## src/design/bcq_pkg.sv

```systemverilog
`timescale 1ns / 1ps
`default_nettype none

package bcq_pkg;

	// Field widths of the command and result items.
	localparam int OP_W      = 3;
	localparam int BKT_W     = 3;
	localparam int PAY_W     = 32;
	localparam int OUT_BKT_W = 2;
	localparam int CNT_W     = 6;
	localparam int STAT_W    = 32;

	// Operation codes.
	localparam logic [OP_W-1:0] OP_ENQUEUE = 3'd0;
	localparam logic [OP_W-1:0] OP_FLUSH   = 3'd1;
	localparam logic [OP_W-1:0] OP_DISCARD = 3'd2;
	localparam logic [OP_W-1:0] OP_STOP    = 3'd3;
	localparam logic [OP_W-1:0] OP_START   = 3'd4;

	// Control of the per-bucket draw counter bank.
	typedef struct packed {
		logic             clr;
		logic             inc;
		logic [BKT_W-1:0] idx;
	} draw_ctl_t;

endpackage

`default_nettype wire

```

## src/design/bcq_in_if.sv

```systemverilog
`timescale 1ns / 1ps
`default_nettype none

interface bcq_in_if;
	logic                       valid;
	logic                       ready;
	logic [bcq_pkg::OP_W-1:0]   operation;
	logic [bcq_pkg::BKT_W-1:0]  bucket;
	logic [bcq_pkg::PAY_W-1:0]  payload;
	logic [bcq_pkg::BKT_W-1:0]  query_bucket;

	modport source (output valid, operation, bucket, payload, query_bucket, input ready);
	modport sink (input valid, operation, bucket, payload, query_bucket, output ready);
endinterface

`default_nettype wire

```

## src/design/bcq_out_if.sv

```systemverilog
`timescale 1ns / 1ps
`default_nettype none

interface bcq_out_if;
	logic                          valid;
	logic                          ready;
	logic                          ok;
	logic                          command_valid;
	logic [bcq_pkg::OUT_BKT_W-1:0] out_bucket;
	logic [bcq_pkg::PAY_W-1:0]     out_payload;
	logic                          last;
	logic [bcq_pkg::CNT_W-1:0]     queue_count;
	logic [bcq_pkg::CNT_W-1:0]     peak_count;
	logic [bcq_pkg::STAT_W-1:0]    overflow_count;
	logic [bcq_pkg::STAT_W-1:0]    draws;

	modport source (output valid, ok, command_valid, out_bucket, out_payload, last,
		queue_count, peak_count, overflow_count, draws, input ready);
	modport sink (input valid, ok, command_valid, out_bucket, out_payload, last,
		queue_count, peak_count, overflow_count, draws, output ready);
endinterface

`default_nettype wire

```

## src/design/bucketed_command_queue_unit.sv

```systemverilog
`timescale 1ns / 1ps
`default_nettype none

// Bucketed command queue. Commands enter on cmd and every result item leaves on result
// through an output register; a new item is taken once that register is empty or its
// result leaves in the same cycle.
// Enqueue, discard, stop, start and refused or empty flushes each give one result. A flush
// of a running queue holding N commands scans the store once per bucket, reading each entry
// visited (S_RD) and then comparing its bucket (S_CHK), paced by the single read port of
// the store and the one shared bucket compare; it gives N results, the last one marked, and
// cmd is not ready until it ends. Every result reports the statistics as they stand once the
// whole operation is done.
module bucketed_command_queue_unit #(
	parameter int CAPACITY     = 32,
	parameter int BUCKETS      = 4,
	parameter int PAYLOAD_BITS = 32
) (
	input  wire       clk,
	input  wire       arst_n,
	bcq_in_if.sink    cmd,
	bcq_out_if.source result
);

	localparam int FW = $clog2(CAPACITY + 1);
	localparam int AW = (CAPACITY > 1) ? $clog2(CAPACITY) : 1;
	localparam int BW = (BUCKETS > 1) ? $clog2(BUCKETS) : 1;
	localparam int PW = (PAYLOAD_BITS < 32) ? PAYLOAD_BITS : 32;
	localparam int EW = PW + BW;

	typedef enum logic [1:0] {S_IDLE, S_RD, S_CHK} state_t;

	state_t                     state_q;
	logic [FW-1:0]              fill_q;
	logic [FW-1:0]              peak_q;
	logic [31:0]                ovf_q;
	logic                       en_q;
	logic [FW-1:0]              held_q [BUCKETS];
	logic [BW-1:0]              b_q;
	logic [AW-1:0]              idx_q;
	logic [FW-1:0]              emit_q;
	logic [31:0]                draws_rep_q;

	logic                       res_valid_q;
	logic                       res_ok_q;
	logic                       res_cmd_q;
	logic [1:0]                 res_bkt_q;
	logic [31:0]                res_pay_q;
	logic                       res_last_q;
	logic [5:0]                 res_qcnt_q;
	logic [5:0]                 res_peak_q;
	logic [31:0]                res_ovf_q;
	logic [31:0]                res_draws_q;

	logic                       cmd_fire;
	logic                       out_free;
	logic                       res_load;
	logic                       qb_ok;
	logic                       bkt_ok;
	logic                       enq_ok;
	logic                       flush_go;
	logic [FW-1:0]              fill_nx;
	logic [FW-1:0]              peak_nx;
	logic [31:0]                ovf_nx;
	logic                       en_nx;
	logic                       ok_nx;
	logic                       clr_held;
	logic                       enq_we;
	logic [31:0]                draws_nx;
	logic [31:0]                q_total;
	logic [FW-1:0]              held_sel;
	bcq_pkg::draw_ctl_t         dctl;
	logic [EW-1:0]              rd_data;
	logic [BW-1:0]              rd_bkt;
	logic [PW-1:0]              rd_pay;
	logic                       match;
	logic                       is_last;
	logic                       idx_end;
	logic                       emit;

	// Handshake.
	assign out_free  = !res_valid_q || result.ready;
	assign cmd.ready = (state_q == S_IDLE) && out_free;
	assign cmd_fire  = cmd.valid && cmd.ready;

	// Admission checks for the item on cmd.
	assign qb_ok    = 4'(cmd.query_bucket) < 4'(BUCKETS);
	assign bkt_ok   = 4'(cmd.bucket) < 4'(BUCKETS);
	assign enq_ok   = en_q && bkt_ok && (fill_q < FW'(CAPACITY));
	assign flush_go = (cmd.operation == bcq_pkg::OP_FLUSH) && en_q && (fill_q != '0);
	assign held_sel = qb_ok ? held_q[cmd.query_bucket[BW-1:0]] : '0;

	// Scan compare against the bucket being drained.
	assign rd_bkt  = rd_data[EW-1:PW];
	assign rd_pay  = rd_data[PW-1:0];
	assign match   = (rd_bkt == b_q);
	assign is_last = (emit_q == fill_q - FW'(1));
	assign idx_end = (idx_q == AW'(fill_q - FW'(1)));
	assign emit    = (state_q == S_CHK) && match && out_free;

	// The result register takes a new item on a one-result operation or a drained command.
	assign res_load = ((state_q == S_IDLE) && cmd_fire && !flush_go) || emit;

	// Next statistics for one-result operations, and draw counter control.
	always_comb begin
		fill_nx  = fill_q;
		peak_nx  = peak_q;
		ovf_nx   = ovf_q;
		en_nx    = en_q;
		ok_nx    = 1'b1;
		clr_held = 1'b0;
		enq_we   = 1'b0;
		draws_nx = q_total;
		dctl     = '0;
		unique case (cmd.operation)
			bcq_pkg::OP_ENQUEUE: begin
				if (enq_ok) begin
					fill_nx = fill_q + FW'(1);
					enq_we  = cmd_fire;
					if (fill_nx > peak_q) begin
						peak_nx = fill_nx;
					end
				end else begin
					ovf_nx = ovf_q + 32'd1;
					ok_nx  = 1'b0;
				end
			end
			bcq_pkg::OP_FLUSH: begin
				ok_nx = en_q;
			end
			bcq_pkg::OP_DISCARD: begin
				fill_nx  = '0;
				clr_held = 1'b1;
			end
			bcq_pkg::OP_STOP: begin
				fill_nx  = '0;
				en_nx    = 1'b0;
				clr_held = 1'b1;
			end
			bcq_pkg::OP_START: begin
				fill_nx  = '0;
				peak_nx  = '0;
				ovf_nx   = '0;
				en_nx    = 1'b1;
				clr_held = 1'b1;
				draws_nx = '0;
				dctl.clr = cmd_fire;
			end
			default: begin
				ok_nx = 1'b0;
			end
		endcase
		if (emit) begin
			dctl.inc = 1'b1;
			dctl.idx = bcq_pkg::BKT_W'(b_q);
		end
	end

	bcq_store #(
		.DEPTH(CAPACITY),
		.WIDTH(EW)
	) u_store (
		.clk  (clk),
		.we   (enq_we),
		.waddr(fill_q[AW-1:0]),
		.wdata({cmd.bucket[BW-1:0], cmd.payload[PW-1:0]}),
		.re   (state_q == S_RD),
		.raddr(idx_q),
		.rdata(rd_data)
	);

	bcq_draws #(
		.BUCKETS(BUCKETS)
	) u_draws (
		.clk   (clk),
		.arst_n(arst_n),
		.ctl   (dctl),
		.query (cmd.query_bucket),
		.total (q_total)
	);

	// Sequencer, queue state and the result register.
	always_ff @(posedge clk or negedge arst_n) begin
		if (!arst_n) begin
			state_q     <= S_IDLE;
			fill_q      <= '0;
			peak_q      <= '0;
			ovf_q       <= '0;
			en_q        <= 1'b0;
			held_q      <= '{default: '0};
			b_q         <= '0;
			idx_q       <= '0;
			emit_q      <= '0;
			res_valid_q <= 1'b0;
		end else begin
			if (res_load) begin
				res_valid_q <= 1'b1;
			end else if (result.ready) begin
				res_valid_q <= 1'b0;
			end
			unique case (state_q)
				S_IDLE: begin
					if (cmd_fire && flush_go) begin
						state_q     <= S_RD;
						b_q         <= '0;
						idx_q       <= '0;
						emit_q      <= '0;
						draws_rep_q <= q_total + 32'(held_sel);
					end else if (cmd_fire) begin
						fill_q <= fill_nx;
						peak_q <= peak_nx;
						ovf_q  <= ovf_nx;
						en_q   <= en_nx;
						if (clr_held) begin
							held_q <= '{default: '0};
						end else if (enq_we) begin
							held_q[cmd.bucket[BW-1:0]] <=
								held_q[cmd.bucket[BW-1:0]] + FW'(1);
						end
						res_ok_q    <= ok_nx;
						res_cmd_q   <= 1'b0;
						res_bkt_q   <= '0;
						res_pay_q   <= '0;
						res_last_q  <= 1'b1;
						res_qcnt_q  <= 6'(fill_nx);
						res_peak_q  <= 6'(peak_nx);
						res_ovf_q   <= ovf_nx;
						res_draws_q <= draws_nx;
					end
				end
				S_RD: begin
					state_q <= S_CHK;
				end
				S_CHK: begin
					if (!match || out_free) begin
						if (match) begin
							res_ok_q    <= 1'b1;
							res_cmd_q   <= 1'b1;
							res_bkt_q   <= 2'(b_q);
							res_pay_q   <= 32'(rd_pay);
							res_last_q  <= is_last;
							res_qcnt_q  <= '0;
							res_peak_q  <= 6'(peak_q);
							res_ovf_q   <= ovf_q;
							res_draws_q <= draws_rep_q;
							emit_q      <= emit_q + FW'(1);
						end
						if (match && is_last) begin
							state_q <= S_IDLE;
							fill_q  <= '0;
							held_q  <= '{default: '0};
						end else begin
							state_q <= S_RD;
							if (idx_end) begin
								idx_q <= '0;
								b_q   <= b_q + BW'(1);
							end else begin
								idx_q <= idx_q + AW'(1);
							end
						end
					end
				end
				default: begin
					state_q <= S_IDLE;
				end
			endcase
		end
	end

	// Result outputs.
	assign result.valid          = res_valid_q;
	assign result.ok             = res_ok_q;
	assign result.command_valid  = res_cmd_q;
	assign result.out_bucket     = res_bkt_q;
	assign result.out_payload    = res_pay_q;
	assign result.last           = res_last_q;
	assign result.queue_count    = res_qcnt_q;
	assign result.peak_count     = res_peak_q;
	assign result.overflow_count = res_ovf_q;
	assign result.draws          = res_draws_q;

	// Checks on the queue bookkeeping and the flush sequencer.
	a_peak_covers_fill: assert property (@(posedge clk) disable iff (!arst_n)
		peak_q >= fill_q)
		else $error("peak level below fill level");

	a_fill_in_range: assert property (@(posedge clk) disable iff (!arst_n)
		fill_q <= FW'(CAPACITY))
		else $error("fill level beyond capacity");

	a_emit_bounded: assert property (@(posedge clk) disable iff (!arst_n)
		(state_q != S_IDLE) |-> (emit_q < fill_q))
		else $error("flush emitted more commands than held");

	a_flush_starts: assert property (@(posedge clk) disable iff (!arst_n)
		(cmd_fire && flush_go) |=> (state_q == S_RD))
		else $error("flush of a running queue did not start its scan");

	a_flush_ends: assert property (@(posedge clk) disable iff (!arst_n)
		(emit && is_last) |=> (state_q == S_IDLE && fill_q == '0))
		else $error("queue not empty after the last drained command");

endmodule

`default_nettype wire

```

## src/design/bcq_store.sv

```systemverilog
`timescale 1ns / 1ps
`default_nettype none

// Command store: one write port and one registered read port.
module bcq_store #(
	parameter int DEPTH = 32,
	parameter int WIDTH = 34
) (
	input  wire                     clk,
	input  wire                     we,
	input  wire [$clog2(DEPTH > 1 ? DEPTH : 2)-1:0] waddr,
	input  wire [WIDTH-1:0]         wdata,
	input  wire                     re,
	input  wire [$clog2(DEPTH > 1 ? DEPTH : 2)-1:0] raddr,
	output logic [WIDTH-1:0]        rdata
);

	logic [WIDTH-1:0] mem_q [DEPTH];
	logic [WIDTH-1:0] rdata_q;

	// Write and registered read.
	always_ff @(posedge clk) begin
		if (we) begin
			mem_q[waddr] <= wdata;
		end
		if (re) begin
			rdata_q <= mem_q[raddr];
		end
	end

	assign rdata = rdata_q;

endmodule

`default_nettype wire

```

## src/design/bcq_draws.sv

```systemverilog
`timescale 1ns / 1ps
`default_nettype none

// Per-bucket draw totals with one shared incrementer.
module bcq_draws #(
	parameter int BUCKETS = 4
) (
	input  wire                              clk,
	input  wire                              arst_n,
	input  wire bcq_pkg::draw_ctl_t          ctl,
	input  wire [bcq_pkg::BKT_W-1:0]         query,
	output logic [bcq_pkg::STAT_W-1:0]       total
);

	localparam int BW = (BUCKETS > 1) ? $clog2(BUCKETS) : 1;

	logic [bcq_pkg::STAT_W-1:0] totals_q [BUCKETS];
	logic [bcq_pkg::STAT_W-1:0] inc_val;
	logic [BW-1:0]              inc_idx;

	// The one incrementer serves whichever bucket is being drawn.
	assign inc_idx = ctl.idx[BW-1:0];
	assign inc_val = totals_q[inc_idx] + 32'd1;

	always_ff @(posedge clk or negedge arst_n) begin
		if (!arst_n) begin
			totals_q <= '{default: '0};
		end else if (ctl.clr) begin
			totals_q <= '{default: '0};
		end else if (ctl.inc) begin
			totals_q[inc_idx] <= inc_val;
		end
	end

	// Query read; an out-of-range bucket reads as zero.
	assign total = (4'(query) < 4'(BUCKETS)) ? totals_q[query[BW-1:0]] : '0;

endmodule

`default_nettype wire
```

## src/flat_wrapper.sv

```systemverilog
// flat-port wrapper written by rule: the top's interface ports become plain ports
module bucketed_command_queue_unit_flat 
#(
	parameter int CAPACITY     = 32,
	parameter int BUCKETS      = 4,
	parameter int PAYLOAD_BITS = 32
)
  (clk, arst_n, cmd_valid, cmd_operation, cmd_bucket, cmd_payload, cmd_query_bucket, cmd_ready, result_valid, result_ok, result_command_valid, result_out_bucket, result_out_payload, result_last, result_queue_count, result_peak_count, result_overflow_count, result_draws, result_ready);
  bcq_in_if cmd_i ();
  bcq_out_if result_i ();
  input  wire clk;
  input  wire arst_n;
  input wire logic [$bits(cmd_i.valid)-1:0] cmd_valid;
  input wire logic [$bits(cmd_i.operation)-1:0] cmd_operation;
  input wire logic [$bits(cmd_i.bucket)-1:0] cmd_bucket;
  input wire logic [$bits(cmd_i.payload)-1:0] cmd_payload;
  input wire logic [$bits(cmd_i.query_bucket)-1:0] cmd_query_bucket;
  output wire logic [$bits(cmd_i.ready)-1:0] cmd_ready;
  output wire logic [$bits(result_i.valid)-1:0] result_valid;
  output wire logic [$bits(result_i.ok)-1:0] result_ok;
  output wire logic [$bits(result_i.command_valid)-1:0] result_command_valid;
  output wire logic [$bits(result_i.out_bucket)-1:0] result_out_bucket;
  output wire logic [$bits(result_i.out_payload)-1:0] result_out_payload;
  output wire logic [$bits(result_i.last)-1:0] result_last;
  output wire logic [$bits(result_i.queue_count)-1:0] result_queue_count;
  output wire logic [$bits(result_i.peak_count)-1:0] result_peak_count;
  output wire logic [$bits(result_i.overflow_count)-1:0] result_overflow_count;
  output wire logic [$bits(result_i.draws)-1:0] result_draws;
  input wire logic [$bits(result_i.ready)-1:0] result_ready;
  assign cmd_i.valid = cmd_valid;
  assign cmd_i.operation = cmd_operation;
  assign cmd_i.bucket = cmd_bucket;
  assign cmd_i.payload = cmd_payload;
  assign cmd_i.query_bucket = cmd_query_bucket;
  assign cmd_ready = cmd_i.ready;
  assign result_valid = result_i.valid;
  assign result_ok = result_i.ok;
  assign result_command_valid = result_i.command_valid;
  assign result_out_bucket = result_i.out_bucket;
  assign result_out_payload = result_i.out_payload;
  assign result_last = result_i.last;
  assign result_queue_count = result_i.queue_count;
  assign result_peak_count = result_i.peak_count;
  assign result_overflow_count = result_i.overflow_count;
  assign result_draws = result_i.draws;
  assign result_i.ready = result_ready;
  bucketed_command_queue_unit #(.CAPACITY(CAPACITY), .BUCKETS(BUCKETS), .PAYLOAD_BITS(PAYLOAD_BITS)) u_core (.clk(clk), .arst_n(arst_n), .cmd(cmd_i), .result(result_i));
endmodule
```

## config.mk

```make
export PLATFORM = sky130hd
export DESIGN_NAME = bucketed_command_queue_unit_flat
export DESIGN_NICKNAME = d
export VERILOG_FILES = /design/src/design/bcq_pkg.sv /design/src/design/bcq_in_if.sv /design/src/design/bcq_out_if.sv /design/src/design/bucketed_command_queue_unit.sv /design/src/design/bcq_store.sv /design/src/design/bcq_draws.sv /design/src/flat_wrapper.sv
export SDC_FILE = /design/constraint.sdc
export NUM_CORES = 2
export LEC_CHECK = 0
export BUFFER_PORTS_ARGS = -buffer_cell sky130_fd_sc_hd__buf_2
export CORE_UTILIZATION = 55
export CTS_BUF_LIST = sky130_fd_sc_hd__clkbuf_16
export DETAILED_ROUTE_END_ITERATION = 7
export PLACE_DENSITY = 0.72
export SYNTH_ARGS = -nofsm -noshare
export SYNTH_HDL_FRONTEND = slang
export SYNTH_SLANG_ARGS = --single-unit
```

## constraint.sdc

```tcl
create_clock -name clk -period 12.2 [get_ports clk]
set_input_delay 1.22 -clock clk [delete_from_list [all_inputs] [get_ports clk]]
set_output_delay 1.22 -clock clk [all_outputs]
set_load 0.02 [all_outputs]
```

==> summary.txt <==
Run status
  • Status: completed

Yosys
  • Seq/Total Area, Yosys: 71.4%
  • Avg Cell Area, Syn: 18.0 µm²
  • Cell area after synthesis: 0.0608 mm²
  • Area leader, netlist: edfxtp_1
  • Share of the synthesized area in the top cell type: 62.6%
  • Yosys warns: 0
  • Number of synthesized flops with an enable pin: 1267
  • Syn nets: 3443
  • Synth area leaders: edfxtp_1 (63%), mux4_2 (14%), dfrtp_1 (8.8%)
  • Synth Register Bits: 1480
  • Unique masters post-synth: 77
  • Top_reg_cell synth: edfxtp_1
  • Syn Inst Count: 3376
  • Ys async rst share: 14.4%

Worst setup path
  • CP endpoint kind: flip-flop
  • Max incr delay on CP: 900 ps
  • Worst-path fanout max: 61
  • Reg2reg path depth: 11
  • Slowest-stage cell, CP: and4_1
  • Most used cell, CP: nand4_1
  • Critical Path AT: 6040 ps
  • Critical Path, Cell by Cell: nand2b_1 > inv_4 > buf_4 > and4_1 > a21oi_1 > nor4_1 > nand4_1 > nor4_4 > nand4_1 > xor2_1 > o21ai_1
  • WS Path Type: reg -> reg
  • Worst Setup Start Kind: flip-flop
  • CP required: 12810 ps

STA
  • Hold Vio Cnt, Final: 0
  • Sum Neg Setup Slack: 0 ps
  • Fin crit period: 5440 ps
  • Endpoints failing setup: 0
  • Final period util: 44.6%
  • Slew headroom: 28.6%
  • RSZ-0062 raised after global routing: no
  • Layout Skew: 26.9 ps
  • Final slew viol count: 0
  • Least-Margin Pin Slew: 1070 ps
  • Fmax: 184 MHz

Floorplanning
  • Initial Util: 55.7%
  • Core area: 0.109 mm²
  • Die area: 0.112 mm²
  • Die width: 334 µm
  • FP Rows: 121
  • Num ports: 160
  • DIE HEIGHT: 334 µm

Placed design
  • Final HPWL DP: 72.2 mm
  • GPL Wtd Cong: 0.830
  • I/O Buffers: 159

Routing
  • Routed vias: 32900
  • Drt pass-1 iters: 5
  • Drt first-iter violations: 3788
  • Routed WL per cell: 26.9 µm
  • Final ANT Viol Nets: 0
  • Detailed Route WL: 139 mm
  • Vias/cell: 6.37
  • DRC Markers: 0

CTS
  • Cts hold-fix bufs: 0
  • TritonCTS clock tree: yes
  • Reg clk slew, reported paths: 60 ps
  • CTS max path bufs: 3
  • H-tree lvl count: 4
  • Number of gates resized after CTS: 0
  • Clock Sinks: 1480
  • Root Buffer: clkbuf_16
  • Clock Latency Late Sink: 770 ps
  • Total CTS buffers: 154
  • Post-CTS setup buffer count: 0

Global routing
  • Overflow left after global routing: 0
  • Vias in the first global route: 32900
  • Total GRT Usage: 25.4%
  • Initial antenna violation count: 7
  • First-pass GRT wire length: 210 mm
  • Largest net degree at the start of global routing: 157

Power
  • VDD IR max: 0.148 mV
  • Leakage power: 22.3 nW
  • Power per cell area: 172 mW/mm²

Min path
  • Worst min path class: in -> async

Run
  • Max_cap viols: 0

Cells and area
  • Layout cell share with drive strength beyond 1: 25.0%
  • NumNets Final: 3625
  • Synthesis-to-finish area growth: 12.4%
  • Finished Core Util: 62.6%
## Yosys cell counts (40+ instances only)
master	instances
and2_1	56
clkbuf_1	140
dfrtp_1	213
edfxtp_1	1267
mux4_2	383
nand2_1	178
nand3_1	146
nor2_1	124
o21ai_0	241
o31ai_1	40
xnor2_1	46
xor2_1	40
## cells by family (layout without fill, tap and decap cells)
| kind of cell | Yosys count | in the layout | synth area share (%) |
|---|---|---|---|
| DFF | 1480 | 1480 | 71.4 |
| and+or+nand+nor | 642 | 642 | 5.26 |
| AOI/OAI and AO/OA | 471 | 471 | 4.86 |
| muxes | 444 | 444 | 15.3 |
| buffers and inverters | 230 | 535 | 1.48 |
| xor gates and xnor gates | 87 | 87 | 1.27 |
| adders and majority gates | 22 | 22 | 0.465 |
| other | 0 | 4 | 0 |
## metrics by stage
stage                     hold WS [ps]  power (W)  instance area (µm²)  setup WS (ps)  std cells
final                              460     0.0118                68300           6760       5161
after global placement             479    0.00740                63500           6650       4878
after detailed placement           488    0.00741                63500           6590       4878
after floorplan                    461    0.00697                60800           3980       3376
after global routing               499     0.0122                68300           6330       5157
after CTS                          475     0.0119                68300           6680       5157
## critical path, delay by kind of cell (launching register included)
kind | cells | cell delay (ps)
AND/OR/NAND/NOR | 6 | 2970
flip-flops | 1 | 430
AO/OA/AOI/OAI | 2 | 330
buffers and inverters | 2 | 1230
XOR/XNOR | 1 | 300
## final timing paths
check,start,end,slack (ps)
hold / removal,arst_n,u_core.ovf_q[11]$_DFFE_PN0P_,460
setup / recovery,u_core.state_q[0]$_DFFE_PN0P_,u_core.u_draws.totals_q[127]$_DFFE_PN0P_,6760
hold reg to reg,u_core.u_draws.totals_q[57]$_DFFE_PN0P_,u_core.u_draws.totals_q[57]$_DFFE_PN0P_,500
max in group asynchronous,arst_n,u_core.u_draws.totals_q[58]$_DFFE_PN0P_,9380
min in group clk,u_core.u_draws.totals_q[57]$_DFFE_PN0P_,u_core.u_draws.totals_q[57]$_DFFE_PN0P_,500
setup reg to reg,u_core.state_q[0]$_DFFE_PN0P_,u_core.u_draws.totals_q[127]$_DFFE_PN0P_,6760
## routing by layer
layer | wire, µm | up-vias | part of all wire (%) | track usage, %
li1 | - | 14000 | - | -
met1 | 56700 | 17100 | 41 | 36.8
met2 | 67800 | 1550 | 49 | 40.6
met3 | 11600 | 222 | 8.3 | 4.20
met4 | 2840 | 2 | 2.0 | 6.60
met5 | 12 | - | 0.0086 | 0
## layout make-up
class	instances	area [µm²]
Fill cell	7496	40900
Antenna cell	4	10.0
Sequential cell	1480	43400
Clock inverter	121	863
Timing Repair Buffer	221	1310
Multi-Input combinational cell	1666	16800
Inverter	35	134
Clock buffer	158	3950
Tap cell	1476	1850
## report_power, final
| group | internal (W) | switching (W) |
|---|---|---|
| Clock | 0.00253 | 0.00194 |
| Sequential | 0.00568 | 0.000119 |
| Combinational | 0.000648 | 0.000849 |
## state kept, by name, summed over array words and instances (netlist names), 2 cells and up
name	flops
u_core.result.draws	32
u_core.peak_q	6
u_core.result.out_payload	32
u_core.result.peak_count	6
u_core.result.queue_count	6
u_core.u_draws.totals_q	128
u_core.fill_q	6
u_core.held_q	24
u_core.u_store.rdata	34
u_core.u_store.mem_q	1088
u_core.b_q	2
u_core.draws_rep_q	32
u_core.result.out_bucket	2
u_core.result.overflow_count	32
u_core.idx_q	5
u_core.state_q	2
u_core.ovf_q	32
u_core.emit_q	6
## cells in the final DEF, fill, tap and decap left out, drive strengths merged, types with 8 or more instances in the layout
cell and n:
nand2b 14, and3 20, edfxtp 1267, dfrtp 213, and4 9, nor2b 13
o22ai 17, ha 21, buf 220, mux2i 22, xnor2 47, o221ai 18
clkinv 59, o2bb2ai 22, nor3 21, mux4 383, or2 8, and2 57
nand3 146, a21oi 28, o21ai 255, nand4 14, or3 10, inv 83
bufinv 8, a22o 21, a21boi 9, clkbuf 159, xor2 40, o31ai 40
nand2 178, nor2 125, a31oi 11, mux2 39
Power figures use the tool's default switching activity.
